**src/rtl/sqch_pkg.sv**
```systemverilog
// Shared types, codes and helper functions for the square-wave sound channel.
package sqch_pkg;

  localparam int OP_W   = 3;
  localparam int SEL_W  = 3;
  localparam int DATA_W = 8;
  localparam int LVL_W  = 4;
  localparam int FREQ_W = 11;
  localparam int PER_W  = 14;
  localparam int LEN_W  = 7;

  localparam logic [OP_W-1:0] OP_FREQ_TICK = 3'd0;
  localparam logic [OP_W-1:0] OP_LEN_TICK  = 3'd1;
  localparam logic [OP_W-1:0] OP_ENV_TICK  = 3'd2;
  localparam logic [OP_W-1:0] OP_WRITE     = 3'd3;
  localparam logic [OP_W-1:0] OP_READ      = 3'd4;

  localparam logic [SEL_W-1:0] REG_SWEEP    = 3'd0;
  localparam logic [SEL_W-1:0] REG_DUTY_LEN = 3'd1;
  localparam logic [SEL_W-1:0] REG_ENVELOPE = 3'd2;
  localparam logic [SEL_W-1:0] REG_FREQ_LO  = 3'd3;
  localparam logic [SEL_W-1:0] REG_FREQ_HI  = 3'd4;

  localparam logic [FREQ_W:0] FREQ_BASE = 12'd2048;
  localparam logic [LEN_W-1:0] LEN_FULL = 7'd64;
  localparam logic [LVL_W-1:0] VOL_MAX  = 4'd15;

  localparam logic [7:0] DUTY_TABLE [4] = '{8'h01, 8'h81, 8'h87, 8'h7E};

  typedef struct packed {
    logic [OP_W-1:0]   opcode;
    logic [SEL_W-1:0]  reg_select;
    logic [DATA_W-1:0] write_data;
  } item_t;

  typedef struct packed {
    logic [LVL_W-1:0]  sample;
    logic [DATA_W-1:0] read_data;
  } result_t;

  function automatic logic [PER_W-1:0] reload_period(input logic [FREQ_W-1:0] f);
    logic [FREQ_W:0] d;
    d = FREQ_BASE - {1'b0, f};
    return {d, 2'b00};
  endfunction

  function automatic logic duty_bit(input logic [1:0] sel, input logic [2:0] pos);
    logic [7:0] pat;
    pat = DUTY_TABLE[sel];
    return pat[~pos];
  endfunction

endpackage

```
**src/rtl/sqch_if.sv**
```systemverilog
// Request and result channel interfaces for the square-wave sound channel.
interface sqch_in_if;
  logic       valid;
  logic       ready;
  logic [2:0] opcode;
  logic [2:0] reg_select;
  logic [7:0] write_data;

  modport source (output valid, output opcode, output reg_select, output write_data,
                  input ready);
  modport sink (input valid, input opcode, input reg_select, input write_data,
                output ready);
endinterface

interface sqch_out_if;
  logic       valid;
  logic       ready;
  logic [3:0] sample;
  logic [7:0] read_data;

  modport source (output valid, output sample, output read_data, input ready);
  modport sink (input valid, input sample, input read_data, output ready);
endinterface

```
**src/rtl/sqch_in_stage.sv**
```systemverilog
// Input register holding one request until the core consumes it.
module sqch_in_stage (
  input  logic           clk,
  input  logic           rst_n,
  sqch_in_if.sink        in_chan,
  input  logic           advance,
  output sqch_pkg::item_t item,
  output logic           item_valid
);
  import sqch_pkg::*;

  logic  v_r;
  logic  v_nxt;
  item_t item_r;
  logic  accept;

  assign in_chan.ready = !v_r || advance;
  assign accept        = in_chan.valid && in_chan.ready;
  assign item          = item_r;
  assign item_valid    = v_r;

  always_comb begin
    v_nxt = v_r;
    if (accept) begin
      v_nxt = 1'b1;
    end else if (advance) begin
      v_nxt = 1'b0;
    end
  end

  always_ff @(posedge clk) begin
    if (!rst_n) begin
      v_r <= 1'b0;
    end else begin
      v_r <= v_nxt;
    end
  end

  always_ff @(posedge clk) begin
    if (accept) begin
      item_r <= '{opcode: in_chan.opcode, reg_select: in_chan.reg_select,
                  write_data: in_chan.write_data};
    end
  end

endmodule

```
**src/rtl/sqch_core.sv**
```systemverilog
// Channel state and the update for one request, registered when the request advances.
module sqch_core (
  input  logic             clk,
  input  logic             rst_n,
  input  logic             advance,
  input  sqch_pkg::item_t  item,
  output sqch_pkg::result_t result
);
  import sqch_pkg::*;

  logic [PER_W-1:0]  period_r,    period_nxt;
  logic [2:0]        duty_pos_r,  duty_pos_nxt;
  logic [LVL_W-1:0]  level_r,     level_nxt;
  logic              chan_on_r,   chan_on_nxt;
  logic              dac_on_r,    dac_on_nxt;
  logic [LEN_W-1:0]  len_r,       len_nxt;
  logic              len_stop_r,  len_stop_nxt;
  logic [1:0]        duty_sel_r,  duty_sel_nxt;
  logic [LVL_W-1:0]  vol_r,       vol_nxt;
  logic [LVL_W-1:0]  vol_init_r,  vol_init_nxt;
  logic              env_up_r,    env_up_nxt;
  logic [2:0]        env_per_r,   env_per_nxt;
  logic [3:0]        env_cnt_r,   env_cnt_nxt;
  logic              env_run_r,   env_run_nxt;
  logic [7:0]        freq_lo_r,   freq_lo_nxt;
  logic [2:0]        freq_hi_r,   freq_hi_nxt;
  logic [6:0]        sweep_r,     sweep_nxt;

  logic [2:0]        pos_step;
  logic [LEN_W-1:0]  len_dec;
  logic [LVL_W-1:0]  vol_step;
  logic [DATA_W-1:0] rd;
  logic [DATA_W-1:0] wd;

  assign wd       = item.write_data;
  assign pos_step = duty_pos_r + 3'd1;
  assign len_dec  = len_r - 7'd1;

  always_comb begin
    vol_step = vol_r;
    if (env_run_r && env_per_r != 3'd0) begin
      if (env_up_r && vol_r != VOL_MAX) begin
        vol_step = vol_r + 4'd1;
      end else if (!env_up_r && vol_r != 4'd0) begin
        vol_step = vol_r - 4'd1;
      end
    end
  end

  always_comb begin
    period_nxt   = period_r;
    duty_pos_nxt = duty_pos_r;
    level_nxt    = level_r;
    chan_on_nxt  = chan_on_r;
    dac_on_nxt   = dac_on_r;
    len_nxt      = len_r;
    len_stop_nxt = len_stop_r;
    duty_sel_nxt = duty_sel_r;
    vol_nxt      = vol_r;
    vol_init_nxt = vol_init_r;
    env_up_nxt   = env_up_r;
    env_per_nxt  = env_per_r;
    env_cnt_nxt  = env_cnt_r;
    env_run_nxt  = env_run_r;
    freq_lo_nxt  = freq_lo_r;
    freq_hi_nxt  = freq_hi_r;
    sweep_nxt    = sweep_r;
    rd           = '0;
    case (item.opcode)
      OP_FREQ_TICK: begin
        if (period_r <= 14'd1) begin
          period_nxt   = reload_period({freq_hi_r, freq_lo_r});
          duty_pos_nxt = pos_step;
          level_nxt    = (duty_bit(duty_sel_r, pos_step) && chan_on_r && dac_on_r) ?
                         vol_r : 4'd0;
        end else begin
          period_nxt = period_r - 14'd1;
        end
      end
      OP_LEN_TICK: begin
        if (len_r != '0) begin
          len_nxt = len_dec;
          if (len_dec == '0 && len_stop_r) begin
            chan_on_nxt = 1'b0;
          end
        end
      end
      OP_ENV_TICK: begin
        if (env_cnt_r <= 4'd1) begin
          env_cnt_nxt = {1'b0, env_per_r};
          vol_nxt     = vol_step;
          if (vol_step == 4'd0 || vol_step == VOL_MAX) begin
            env_run_nxt = 1'b0;
          end
        end else begin
          env_cnt_nxt = env_cnt_r - 4'd1;
        end
      end
      OP_WRITE: begin
        case (item.reg_select)
          REG_SWEEP: begin
            sweep_nxt = wd[6:0];
          end
          REG_DUTY_LEN: begin
            duty_sel_nxt = wd[7:6];
            len_nxt      = {1'b0, wd[5:0]};
          end
          REG_ENVELOPE: begin
            dac_on_nxt   = wd[7:3] != 5'd0;
            vol_init_nxt = wd[7:4];
            vol_nxt      = wd[7:4];
            env_up_nxt   = wd[3];
            env_per_nxt  = wd[2:0];
            env_cnt_nxt  = {1'b0, wd[2:0]};
          end
          REG_FREQ_LO: begin
            freq_lo_nxt = wd;
          end
          REG_FREQ_HI: begin
            freq_hi_nxt  = wd[2:0];
            len_stop_nxt = wd[6];
            if (wd[7]) begin
              chan_on_nxt = 1'b1;
              if (len_r == '0) begin
                len_nxt = LEN_FULL;
              end
              period_nxt  = reload_period({wd[2:0], freq_lo_r});
              env_run_nxt = 1'b1;
              env_cnt_nxt = {1'b0, env_per_r};
              vol_nxt     = vol_init_r;
            end
          end
          default: begin
          end
        endcase
      end
      OP_READ: begin
        case (item.reg_select)
          REG_SWEEP:    rd = {1'b0, sweep_r};
          REG_DUTY_LEN: rd = {duty_sel_r, len_r[5:0]};
          REG_ENVELOPE: rd = {vol_init_r, env_up_r, env_per_r};
          REG_FREQ_LO:  rd = freq_lo_r;
          REG_FREQ_HI:  rd = {1'b0, len_stop_r, 3'b000, freq_hi_r};
          default:      rd = '0;
        endcase
      end
      default: begin
      end
    endcase
  end

  assign result = '{sample: level_nxt, read_data: rd};

  always_ff @(posedge clk) begin
    if (!rst_n) begin
      period_r   <= '0;
      duty_pos_r <= '0;
      level_r    <= '0;
      chan_on_r  <= 1'b0;
      dac_on_r   <= 1'b0;
      len_r      <= '0;
      len_stop_r <= 1'b0;
      duty_sel_r <= '0;
      vol_r      <= '0;
      vol_init_r <= '0;
      env_up_r   <= 1'b0;
      env_per_r  <= '0;
      env_cnt_r  <= '0;
      env_run_r  <= 1'b0;
      freq_lo_r  <= '0;
      freq_hi_r  <= '0;
      sweep_r    <= '0;
    end else if (advance) begin
      period_r   <= period_nxt;
      duty_pos_r <= duty_pos_nxt;
      level_r    <= level_nxt;
      chan_on_r  <= chan_on_nxt;
      dac_on_r   <= dac_on_nxt;
      len_r      <= len_nxt;
      len_stop_r <= len_stop_nxt;
      duty_sel_r <= duty_sel_nxt;
      vol_r      <= vol_nxt;
      vol_init_r <= vol_init_nxt;
      env_up_r   <= env_up_nxt;
      env_per_r  <= env_per_nxt;
      env_cnt_r  <= env_cnt_nxt;
      env_run_r  <= env_run_nxt;
      freq_lo_r  <= freq_lo_nxt;
      freq_hi_r  <= freq_hi_nxt;
      sweep_r    <= sweep_nxt;
    end
  end

endmodule

```
**src/rtl/sqch_out_stage.sv**
```systemverilog
// Result register presenting one result until the sink takes it.
module sqch_out_stage (
  input  logic              clk,
  input  logic              rst_n,
  input  logic              load,
  input  sqch_pkg::result_t res,
  output logic              can_load,
  sqch_out_if.source        out_chan
);
  import sqch_pkg::*;

  logic    v_r;
  logic    v_nxt;
  result_t res_r;

  assign can_load           = !v_r || out_chan.ready;
  assign out_chan.valid     = v_r;
  assign out_chan.sample    = res_r.sample;
  assign out_chan.read_data = res_r.read_data;

  always_comb begin
    v_nxt = v_r;
    if (load) begin
      v_nxt = 1'b1;
    end else if (out_chan.ready) begin
      v_nxt = 1'b0;
    end
  end

  always_ff @(posedge clk) begin
    if (!rst_n) begin
      v_r <= 1'b0;
    end else begin
      v_r <= v_nxt;
    end
  end

  always_ff @(posedge clk) begin
    if (load) begin
      res_r <= res;
    end
  end

endmodule

```
**src/rtl/square_wave_sound_channel_unit.sv**
```systemverilog
// Square-wave sound channel: input register, channel core and result register.
// A request is held in the input register and its result in the result register.
// Throughput: one request per cycle while the result register is not stalled.
// A stalled result register holds the core and the input register.
// Reset (synchronous, rst_n low) clears all channel state and both valid flags.
module square_wave_sound_channel_unit (
  input  logic       clk,
  input  logic       rst_n,
  sqch_in_if.sink    in_chan,
  sqch_out_if.source out_chan
);
  import sqch_pkg::*;

  item_t   item;
  logic    item_valid;
  logic    can_load;
  logic    advance;
  result_t res;

  assign advance = item_valid && can_load;

  sqch_in_stage u_in (
    .clk        (clk),
    .rst_n      (rst_n),
    .in_chan    (in_chan),
    .advance    (advance),
    .item       (item),
    .item_valid (item_valid)
  );

  sqch_core u_core (
    .clk     (clk),
    .rst_n   (rst_n),
    .advance (advance),
    .item    (item),
    .result  (res)
  );

  sqch_out_stage u_out (
    .clk      (clk),
    .rst_n    (rst_n),
    .load     (advance),
    .res      (res),
    .can_load (can_load),
    .out_chan (out_chan)
  );

endmodule

```
**src/flat_wrapper.sv**
```systemverilog
// flat-port wrapper written by rule: the top's interface ports become plain ports
module square_wave_sound_channel_unit_flat import sqch_pkg::*;
  (clk, rst_n, in_chan_valid, in_chan_opcode, in_chan_reg_select, in_chan_write_data, in_chan_ready, out_chan_valid, out_chan_sample, out_chan_read_data, out_chan_ready);
  sqch_in_if in_chan_i ();
  sqch_out_if out_chan_i ();
  input  logic clk;
  input  logic rst_n;
  input wire logic [$bits(in_chan_i.valid)-1:0] in_chan_valid;
  input wire logic [$bits(in_chan_i.opcode)-1:0] in_chan_opcode;
  input wire logic [$bits(in_chan_i.reg_select)-1:0] in_chan_reg_select;
  input wire logic [$bits(in_chan_i.write_data)-1:0] in_chan_write_data;
  output wire logic [$bits(in_chan_i.ready)-1:0] in_chan_ready;
  output wire logic [$bits(out_chan_i.valid)-1:0] out_chan_valid;
  output wire logic [$bits(out_chan_i.sample)-1:0] out_chan_sample;
  output wire logic [$bits(out_chan_i.read_data)-1:0] out_chan_read_data;
  input wire logic [$bits(out_chan_i.ready)-1:0] out_chan_ready;
  assign in_chan_i.valid = in_chan_valid;
  assign in_chan_i.opcode = in_chan_opcode;
  assign in_chan_i.reg_select = in_chan_reg_select;
  assign in_chan_i.write_data = in_chan_write_data;
  assign in_chan_ready = in_chan_i.ready;
  assign out_chan_valid = out_chan_i.valid;
  assign out_chan_sample = out_chan_i.sample;
  assign out_chan_read_data = out_chan_i.read_data;
  assign out_chan_i.ready = out_chan_ready;
  square_wave_sound_channel_unit u_core (.clk(clk), .rst_n(rst_n), .in_chan(in_chan_i), .out_chan(out_chan_i));
endmodule
```
**config.mk**
```make
export PLATFORM = sky130hd
export DESIGN_NAME = square_wave_sound_channel_unit_flat
export DESIGN_NICKNAME = d
export VERILOG_FILES = /design/src/rtl/sqch_pkg.sv /design/src/rtl/sqch_if.sv /design/src/rtl/sqch_in_stage.sv /design/src/rtl/sqch_core.sv /design/src/rtl/sqch_out_stage.sv /design/src/rtl/square_wave_sound_channel_unit.sv /design/src/flat_wrapper.sv
export SDC_FILE = /design/constraint.sdc
export NUM_CORES = 1
export LEC_CHECK = 0
export BUFFER_PORTS_ARGS = -buffer_cell sky130_fd_sc_hd__buf_4
export CAP_MARGIN = 15
export CORE_ASPECT_RATIO = 1.25
export CORE_UTILIZATION = 50
export CTS_CLUSTER_SIZE = 25
export DETAILED_ROUTE_END_ITERATION = 7
export PLACE_DENSITY = 0.68
export SLEW_MARGIN = 20
export SYNTH_ARGS = -nofsm -noshare
export SYNTH_HDL_FRONTEND = slang
export SYNTH_SLANG_ARGS = --single-unit
```
**constraint.sdc**
```tcl
create_clock -name clk -period 2.7 [get_ports clk]
set_input_delay 0.54 -clock clk [delete_from_list [all_inputs] [get_ports clk]]
set_output_delay 0.54 -clock clk [all_outputs]
set_load 0.02 [all_outputs]
```
==> impl_metrics.tcl, run 1 <==
set metrics [dict create \
    cellPowerDensity_nw_per_um2 528.1 \
    postPlaceCellArea_sq_um 5687 \
    critPathMaxFanout 11 \
    crit_start "u_core.u_core.vol_r[0]$_SDFFE_PN0P_" \
    worstPathArrival_ps 2470 \
    path_depth 8 \
    reg2reg_slack_ps 450 \
    synth_area_sq_um 5361 \
    final_hold_viol_count 0 \
    tightest_slew_ps 636.5 \
    required_ps 2930 \
    fin_crit_sh_pct 83.25 \
    postRouteAntennaNets 0 \
    final_area_sq_um 5989 \
    worst-path-buf-inv 1 \
    cp_slowest_stage_delay_ps 520 \
    ir_drop_mv 0.3145 \
    slew_viol_final 0 \
    seq_power_share_pct 49.1 \
    worstHoldPathCells 1 \
    p_leak_nw 2.157 \
    worstSetupEndpointType "register" \
    drt_first_pass_iters 5 \
    cp-endpoint "u_core.u_core.env_run_r$_SDFFE_PN0P_" \
    numCtsBuffers 9 \
    antennaDiodeCount 0 \
    clk_latency_ps 350 \
    yosys_register_bits 96 \
    setup.worst_path.class "register to register" \
    cap_violations 0 \
    drc_errors 0 \
    p_int_mw 2.353 \
    hold_class "input port to register" \
    utilization_pct 58.38 \
    synth-main-ff-cell "dfxtp_1" \
    r2r_start "u_core.u_core.vol_r[0]$_SDFFE_PN0P_" \
    area_growth_syn_to_layout_pct 11.72 \
    grt_pass1_vias 4603 \
    setup_viol 0 \
    die_area_sq_um 11140 \
    track_usage_pct 25.51 \
    grt-ovfl-total 0 \
    postSynth.asyncResetShare_pct 0 \
    gp_congestion 0.9592 \
    num_rows 41 \
    clock.fmax_mhz 444.9 \
    ys_types 68 \
    synth_edf_count 26 \
    antenna_found_initial 0 \
    initial_core_util_pct 52.26 \
    r2r-end "u_core.u_core.env_run_r$_SDFFE_PN0P_" \
    routed_via_density 5.992 \
    clockPowerShare_pct 41.3 \
    cp_top_family "compound AO/OA/AOI/OAI gates" \
    power_switching_uw 809.9 \
    via_count 4764 \
    drt-initial-drc-count 273 \
    io_buffers 31 \
    dpl.hpwl_mm 9.691 \
    crit_chain "inv_1 -> ha_1 -> nor2b_1 -> a221o_1 -> a22oi_1 -> a21boi_0 -> mux2_2 -> a21oi_1" \
    max-slew-margin-rel_pct 57.17 \
    fp.dieH_um 117.8 \
    yosysWarnings 0 \
    fp.dieW_um 94.62 \
    cp_slowest_cell "dfxtp_1" \
    post_cts.repair.setup_buffers 0 \
    postSynthCellCount 643 \
    yosysSeqAreaShare_pct 40.70 \
    clkSlewWorstSetupHoldPaths_ps 70 \
    rsz0062_at_grt "no" \
    status "completed" \
    clock_sinks 96 \
    ctsHoldBuffers 0 \
    grt_max_degree 38 \
    cp-start-kind "register" \
    postCtsResizedCells 0 \
    nets 692 \
    core_area_sq_um 10260 \
    period_minus_slack_ps 2248 \
    drt_wl_total_mm 13.45 \
    switching_share_pct 25.60 \
    cts_tree "yes" \
    combPwrFrac_pct 9.5 \
    tns_ps 0 \
    wl_per_cell_um 16.91 \
    ios 32 \
    reg2reg_depth 8 \
    drive_gt1_share_pct 12.91 \
    cts.path.max_buffers 2 \
    mappedNetlistNets 674 \
    syn_avg_cell_area_sq_um 8.338 \
    htreeDepth 3 \
    clockRootBuffer "clkbuf_16" \
    grt_pass1_wl_mm 22.20 \
    skew_ps 7.463 \
]
## cells in the mapped netlist (all sizes together), types with 2 or more instances
cell | n | area (sq um)
a221oi | 5 | 43.79
o21bai | 2 | 15.01
mux2i | 16 | 160.2
o221ai | 2 | 23.77
or3 | 2 | 12.51
and3 | 4 | 25.02
clkbuf | 22 | 82.58
nor3b | 6 | 67.57
and3b | 2 | 17.52
a31oi | 8 | 65.06
inv | 23 | 86.33
and2 | 2 | 12.51
buf | 16 | 103.9
a21oi | 68 | 340.3
mux2 | 5 | 56.30
nor4 | 8 | 50.05
xnor2 | 13 | 113.9
nand3b | 5 | 37.54
nor3 | 23 | 131.4
nand4b | 3 | 26.28
nand3 | 41 | 205.2
nor2b | 7 | 43.79
nand4 | 2 | 18.77
dfxtp | 70 | 1401
o41ai | 2 | 25.03
ha | 13 | 162.7
o31ai | 3 | 22.52
or2 | 2 | 12.51
nand2b | 3 | 18.77
o21ai | 39 | 202.7
edfxtp | 26 | 780.8
nor2 | 63 | 239.0
o22ai | 3 | 18.77
o211ai | 2 | 15.01
a211oi | 8 | 80.08
a21o | 4 | 30.03
a22oi | 9 | 67.56
a211o | 3 | 26.28
or4 | 4 | 30.03
nand2 | 87 | 329.1
xor2 | 5 | 43.79
## area by class of cell
cell class / count / area, sq um
Sequential cell: 96 / 2182
Timing Repair Buffer: 45 / 350.3
Multi-Input combinational cell: 486 / 2907
Clock inverter: 7 / 77.57
Tap cell: 129 / 161.4
Inverter: 23 / 86.33
Fill cell: 969 / 4270
Clock buffer: 9 / 225.2
## state kept, by name, summed over array words and instances, names as in the netlist, 2 cells and up
signal,flops
u_core.u_core.period_r,14
u_core.u_in.item,14
u_core.u_core.freq_lo_r,8
u_core.u_out.out_chan.read_data,8
u_core.u_core.len_r,7
u_core.u_core.sweep_r,7
u_core.u_core.env_cnt_r,4
u_core.u_core.level_r,4
u_core.u_core.vol_init_r,4
u_core.u_core.vol_r,4
u_core.u_out.out_chan.sample,4
u_core.u_core.duty_pos_r,3
u_core.u_core.env_per_r,3
u_core.u_core.freq_hi_r,3
u_core.u_core.duty_sel_r,2
## how the worst min path moves through the flow
| stage | startpoint | endpoint | slack [ps] |
|---|---|---|---|
| after floorplan | u_core.u_core.level_r[1]$_SDFFE_PN0P_ | u_core.u_core.level_r[1]$_SDFFE_PN0P_ | 430 |
| after global placement | u_core.u_core.level_r[0]$_SDFFE_PN0P_ | u_core.u_core.level_r[0]$_SDFFE_PN0P_ | 440 |
| after detailed placement | u_core.u_core.sweep_r[4]$_SDFFE_PN0P_ | u_core.u_core.sweep_r[4]$_SDFFE_PN0P_ | 450 |
| after CTS | in_chan_write_data[2] | u_core.u_in.item[2]$_DFFE_PP_ | 360 |
| after global routing | in_chan_write_data[2] | u_core.u_in.item[2]$_DFFE_PP_ | 350 |
| final | in_chan_write_data[7] | u_core.u_in.item[7]$_DFFE_PP_ | 370 |
## worst register-to-register path: cells and delay by family, from the launching register on
kind	cells	cell delay, ps
flops	1	520
simple gates	1	150
mux	1	170
fa+ha+maj	1	250
buf+inv	1	120
compound gates	4	930
## cell families (layout without fill, tap and decap cells)
family | after synthesis | after routing | synth area share [%]
mux | 21 | 21 | 4.037
flops | 96 | 96 | 40.70
fa+ha+maj | 13 | 13 | 3.034
compound gates | 169 | 169 | 20.19
buf+inv | 61 | 84 | 5.087
xor+xnor | 18 | 18 | 2.940
simple gates | 265 | 265 | 24.01
## layout by cell type, fill, tap and decap left out, types with 16 or more instances in the layout
| master | instances |
|---|---|
| nand2_1 | 86 |
| dfxtp_1 | 70 |
| a21oi_1 | 68 |
| nor2_1 | 62 |
| buf_4 | 44 |
| nand3_1 | 41 |
| o21ai_0 | 35 |
| edfxtp_1 | 26 |
| inv_1 | 22 |
| nor3_1 | 21 |
| mux2i_1 | 16 |
## per-layer routing
metal / vias to the layer above / track usage, % / wire [um]
li1: 2344 / - / -
met1: 2202 / 31.84 / 5480
met2: 187 / 41.86 / 6618
met3: 31 / 4.328 / 909
met4: 0 / 12.50 / 438
met5: - / 0 / 0
## stage by stage
stage | cells | power (mW) | worst slack (ps) | hold WS, ps
2_1_floorplan | 643 | 1.785 | 567.7 | 432.2
3_3_place_gp | 779 | 1.878 | 545.8 | 443.9
3_5_place_dp | 779 | 1.885 | 467.4 | 450.4
4_1_cts | 795 | 3.186 | 471.2 | 356.2
5_1_grt | 795 | 3.283 | 266.9 | 350.6
6_report | 795 | 3.163 | 452.1 | 366.2
## power by group through the flow
stage               combinational, mW  clock (mW)  sequential [mW]
floorplan                       0.221           0             1.56
global placement                0.294           0             1.58
detailed placement              0.299           0             1.59
CTS                             0.301        1.33             1.55
global route                    0.332        1.39             1.56
finish                          0.302        1.31             1.55
Power figures use the tool's default switching activity.
==> run 2: changes to the inputs <==
--- a/config.mk
+++ b/config.mk
@@ -11,7 +11,7 @@
 export CORE_UTILIZATION = 50
 export CTS_CLUSTER_SIZE = 25
 export DETAILED_ROUTE_END_ITERATION = 7
-export PLACE_DENSITY = 0.68
+export PLACE_DENSITY = 0.7
 export SLEW_MARGIN = 20
 export SYNTH_ARGS = -nofsm -noshare
 export SYNTH_HDL_FRONTEND = slang
==> constraint.sdc (replaced) <==
create_clock -name clk -period 2 [get_ports clk]
set_input_delay 0.4 -clock clk [delete_from_list [all_inputs] [get_ports clk]]
set_output_delay 0.4 -clock clk [all_outputs]
set_load 0.02 [all_outputs]
==> run 2 against run 1 <==
Die area unchanged. Flip-flop and latch count unchanged. Sequential power up 34%. Worst setup slack worse by 380 ps. Critical path depth down 2. Clock skew down 1.4 ps. Count of clock-buffer cells in the layout up 2. Sequential share of layout area down 2.7 points. Clock power up 28%.
==> impl_metrics.tcl, run 2 (synthesis gave the netlist of run 1 again) <==
set metrics [dict create \
    status "completed" \
    p_leak_nw 2.425 \
    grt_max_degree 60 \
    clk_latency_ps 340 \
    slew_viol_final 0 \
    power_switching_mw 1.080 \
    critPathMaxFanout 8 \
    io_buffers 31 \
    postLayoutSetupSlackWorst_ps 75.02 \
    switching_share_pct 25.27 \
    numCtsBuffers 9 \
    cp_slowest_cell "nor4_1" \
    drt_wl_total_mm 14.92 \
    drt_first_pass_iters 5 \
    dp_cells 823 \
    period_minus_slack_ps 1925 \
    cap_violations 0 \
    clock.fmax_mhz 519.5 \
    worstHoldPathCells 1 \
    seq_power_share_pct 48.5 \
    worstPathArrival_ps 2010 \
    cts_tree "yes" \
    dpl.hpwl_mm 10.70 \
    area_growth_syn_to_layout_pct 20.98 \
    grt_pass1_vias 4924 \
    core_area_sq_um 10260 \
    num_rows 41 \
    ir_drop_mv 0.4284 \
    htreeDepth 3 \
    fp.dieW_um 94.62 \
    holdCritStartpoint "in_chan_reg_select[2]" \
    ctsHoldBuffers 0 \
    setup.worst_path.class "register to register" \
    worst-path-buf-inv 1 \
    fp.dieH_um 117.8 \
    grt-ovfl-total 0 \
    antennaDiodeCount 0 \
    cp-start-kind "register" \
    skew_ps 6.014 \
    p_int_mw 3.195 \
    clockRootBuffer "clkbuf_16" \
    postRouteAntennaNets 0 \
    whs_endpoint "u_core.u_in.item[10]$_DFFE_PP_" \
    fin_crit_sh_pct 96.25 \
    max-slew-margin-rel_pct 59.82 \
    via_count 5103 \
    cts.path.max_buffers 2 \
    clkSlewWorstSetupHoldPaths_ps 60 \
    final_hold_viol_count 0 \
    nets 743 \
    drt-initial-drc-count 386 \
    initial_core_util_pct 52.26 \
    antenna_found_initial 0 \
    tightest_slew_ps 602.6 \
    rsz0062_at_grt "yes" \
    r2r-end "u_core.u_out.out_chan.sample[2]$_DFFE_PP_" \
    crit_chain "nor4_1 -> nor2b_1 -> nand4_1 -> buf_4 -> nand2_1 -> o21ai_0" \
    track_usage_pct 27.91 \
    clock_sinks 96 \
    cellPowerDensity_nw_per_um2 659.1 \
    drive_gt1_share_pct 22.07 \
    grt_pass1_wl_mm 24.21 \
    reg2reg_slack_ps 80 \
    hold_class "input port to register" \
    gp_congestion 0.9085 \
    reg2reg_depth 6 \
    clockPowerShare_pct 39.3 \
    r2r_start "u_core.u_core.period_r[10]$_SDFFE_PN0P_" \
    dp_slack_ps -33.18 \
    setup_viol 0 \
    wl_per_cell_um 17.66 \
    cp_top_family "simple AND/OR/NAND/NOR gates" \
    die_area_sq_um 11140 \
    final_cell_mix "buf_4, nand2_1, a21oi_1" \
    finalNonFillerCells 845 \
    combPwrFrac_pct 12.2 \
    layout_commonest_cell "buf_4" \
    routed_via_density 6.039 \
    ios 32 \
    worstSetupEndpointType "register" \
    cp_slowest_stage_delay_ps 370 \
    required_ps 2080 \
    drc_errors 0 \
]
-- run 2: layer usage --
metal,track usage [%],share of wire [%]
met1,33.97,42
met2,46.90,49
met3,4.199,5.1
met4,14.02,4.6
met5,0,0
-- run 2: timing repair --
item | CTS | global route
setup endpoints to repair | 3 | 22
buffers inserted | 0 | 7
resized for setup | 2 | 26
pin swaps | 1 | 13
-- run 2: worst reg2reg max path: cells and delay by family (launching register included) --
kind | cells | cell delay, ps
compound gates | 1 | 90
flops | 1 | 360
buf+inv | 1 | 260
simple gates | 4 | 970
-- run 2: layout make-up --
class / instances / area, sq um
Fill cell: 887 / 3774
Clock inverter: 4 / 26.28
Sequential cell: 96 / 2186
Inverter: 23 / 86.33
Timing Repair Buffer: 96 / 762.0
Clock buffer: 11 / 264.0
Tap cell: 129 / 161.4
Multi-Input combinational cell: 486 / 3000
-- run 2: worst max-delay path by stage --
| stage | start | to | depth (start not counted) |
|---|---|---|---|
| 6_report | u_core.u_core.period_r[10]$_SDFFE_PN0P_ | u_core.u_out.out_chan.sample[2]$_DFFE_PP_ | 6 |
| 5_1_grt | u_core.u_core.period_r[0]$_SDFFE_PN0P_ | u_core.u_core.period_r[12]$_SDFFE_PN0P_ | 7 |
| 4_1_cts | u_core.u_core.duty_pos_r[0]$_SDFFE_PN0P_ | u_core.u_out.out_chan.sample[2]$_DFFE_PP_ | 7 |
| 3_5_place_dp | u_core.u_core.duty_pos_r[0]$_SDFFE_PN0P_ | u_core.u_out.out_chan.sample[2]$_DFFE_PP_ | 7 |
| 3_3_place_gp | u_core.u_core.duty_pos_r[0]$_SDFFE_PN0P_ | u_core.u_out.out_chan.sample[1]$_DFFE_PP_ | 7 |
| 2_1_floorplan | u_core.u_core.vol_r[0]$_SDFFE_PN0P_ | u_core.u_core.env_run_r$_SDFFE_PN0P_ | 10 |
-- run 2: power groups by stage --
stage	combinational, mW	clock, mW	sequential (mW)
after floorplan	0.298	0	2.11
after global placement	0.485	0	2.11
after detailed placement	0.494	0	2.11
after CTS	0.497	1.71	2.07
after global routing	0.566	1.77	2.08
final	0.521	1.68	2.07
-- run 2: per-stage QoR --
stage | setup TNS (ps) | total power, mW | hold slack, ps | area (sq um) | util (%)
floorplan | 0 | 2.409 | 432.2 | 5368 | -
global placement | 0 | 2.597 | 440.0 | 6047 | 58.94
detailed placement | -67.60 | 2.609 | 449.4 | 6047 | 58.94
CTS | 0 | 4.275 | 222.8 | 6341 | 61.80
global route | -53.25 | 4.413 | 224.4 | 6486 | 63.22
finish | 0 | 4.275 | 230.8 | 6486 | 63.22
==> run 3: changes to the inputs <==
--- a/config.mk
+++ b/config.mk
@@ -11,7 +11,7 @@
 export CORE_UTILIZATION = 50
 export CTS_CLUSTER_SIZE = 25
 export DETAILED_ROUTE_END_ITERATION = 7
-export PLACE_DENSITY = 0.7
+export PLACE_DENSITY = 0.68
 export SLEW_MARGIN = 20
 export SYNTH_ARGS = -nofsm -noshare
 export SYNTH_HDL_FRONTEND = slang
==> constraint.sdc (replaced) <==
create_clock -name clk -period 1.8 [get_ports clk]
set_input_delay 0.36 -clock clk [delete_from_list [all_inputs] [get_ports clk]]
set_output_delay 0.36 -clock clk [all_outputs]
set_load 0.02 [all_outputs]
==> run 3 against run 2 <==
Non-clock buffer count is 60 higher. Cell count rose by 7.2%. Wire length increased by 10%. Die area unchanged. Cell area grew 13%. Count of clock-buffer cells in the layout down 1. The run now ends with negative setup slack left. Critical path depth grew 2.
==> impl_metrics.tcl, run 3 (synthesis gave the netlist of run 1 again) <==
set metrics [dict create \
    status "complete, but fails checks" \
    failed_checks "negative setup slack" \
    finalNonFillerCells 906 \
    nFillCells 782 \
    antenna_found_initial 0 \
    dpl.hpwl_mm 11.32 \
    io_buffers 31 \
    num_rows 41 \
    clkSlewWorstSetupHoldPaths_ps 70 \
    drive_gt1_share_pct 34.88 \
    holdCritStartpoint "in_chan_write_data[1]" \
    core_area_sq_um 10260 \
    initial_core_util_pct 52.26 \
    required_ps 2090 \
    nets 803 \
    dp_cells 868 \
    cp_slowest_cell "edfxtp_1" \
    dp_slack_ps -103.3 \
    crit_start "u_core.u_in.item[10]$_DFFE_PP_" \
    cp_slowest_stage_delay_ps 440 \
    fin_crit_sh_pct 103.9 \
    fp.dieH_um 117.8 \
    wl_per_cell_um 18.18 \
    clock.fmax_mhz 534.5 \
    drt-initial-drc-count 398 \
    grt_pass1_vias 5141 \
    final_hold_viol_count 0 \
    drt_wl_total_mm 16.47 \
    crit_chain "nor3b_4 -> buf_4 -> nand2_1 -> a31oi_4 -> buf_6 -> nor4bb_4 -> a21oi_1 -> nor2_1" \
    antennaDiodeCount 0 \
    setup_viol 11 \
    postLayoutSetupSlackWorst_ps -71.06 \
    slew_viol_final 0 \
    postRouteAntennaNets 0 \
    tns_ps -240.7 \
    p_leak_nw 2.796 \
    worstSetupEndpointType "register" \
    die_area_sq_um 11140 \
    routed_via_density 6.023 \
    critPathMaxFanout 5 \
    final_cell_mix "buf_4, nand2_1, a21oi_1" \
    cellPowerDensity_nw_per_um2 658.5 \
    numCtsBuffers 9 \
    ir_drop_mv 0.5740 \
    tightest_slew_ps 631.7 \
    ios 32 \
    clockRootBuffer "clkbuf_16" \
    finalHoldWorstSlack_ps 187.0 \
    htreeDepth 3 \
    drt_first_pass_iters 5 \
    cts_tree "yes" \
    gp_congestion 0.9544 \
    grt_max_degree 27 \
    multi_input_area_sq_um 3351 \
    via_count 5457 \
    r2r_start "u_core.u_in.item[10]$_DFFE_PP_" \
    regArea_sq_um 2196 \
    power_mw 4.825 \
    cts.path.max_buffers 2 \
    fp.dieW_um 94.62 \
    hold_class "input port to register" \
    skew_ps 10.52 \
    grt_pass1_wl_mm 24.47 \
    track_usage_pct 28.38 \
    setup.worst_path.class "register to register" \
    area_growth_syn_to_layout_pct 36.66 \
    drc_errors 0 \
    cp-start-kind "register" \
    max-slew-margin-rel_pct 57.89 \
    rsz0062_at_grt "yes" \
    worstPathArrival_ps 2160 \
    layout_commonest_cell "buf_4" \
    clk_latency_ps 350 \
    clock_sinks 96 \
    period_minus_slack_ps 1871 \
    grt-ovfl-total 0 \
    cap_violations 0 \
]
## run 3: cell count changes in the layout (fill, tap and decap cells not counted), sizes merged
cell    previous run  this run
clkinv             2         3
clkbuf            11        10
buf               96       156
inv               24        25
## run 3: per-stage QoR
step	utilization (%)	area (sq um)
finish	71.41	7327
global route	71.41	7327
CTS	66.54	6827
detailed placement	62.67	6430
global placement	62.67	6430
floorplan	-	5431
## run 3: final timing paths
path | cells past startpoint | end | slack, ps
max | 8 | u_core.u_core.env_cnt_r[3]$_SDFFE_PN0P_ | -70
min | 1 | u_core.u_in.item[1]$_DFFE_PP_ | 190
max reg2reg | 8 | u_core.u_core.env_cnt_r[3]$_SDFFE_PN0P_ | -70
min reg2reg | 2 | u_core.u_core.level_r[2]$_SDFFE_PN0P_ | 460
## run 3: report_power, final
group	leakage, nW	total [mW]	switching [mW]	internal, mW
clock network	0.133	1.81	0.867	0.946
logic	1.84	0.709	0.389	0.320
registers	0.821	2.30	0.0455	2.26
## run 3: timing repair
item,CTS,global route
setup endpoints to repair,34,60
hold buffers,0,0
gates cloned,0,1
buffers inserted,6,15
resized for setup,23,98
pin swaps,9,27
## run 3: worst max-delay path, delay by kind of cell, from the launching register on
family | cells | cell delay (ps)
buffers and inverters | 2 | 330
and+or+nand+nor | 4 | 770
AOI/OAI and AO/OA | 2 | 280
DFF | 1 | 440
## run 3: layout make-up
| class | instances | area share [%] |
|---|---|---|
| inverters | 23 | 1.247 |
| multi-input cells | 486 | 45.73 |
| repair buffers | 156 | 17.13 |
| well taps | 129 | 2.203 |
| clock inverters | 6 | 0.5977 |
| clock buffers | 10 | 3.125 |
| flip-flops and latches | 96 | 29.97 |
## run 3: per-layer routing
metal / up-vias / track usage [%] / wire, um
li1: 2572 / - / -
met1: 2571 / 33.10 / 6216
met2: 236 / 47.44 / 8222
met3: 78 / 4.328 / 1025
met4: 0 / 18.09 / 1004
met5: - / 0 / 0
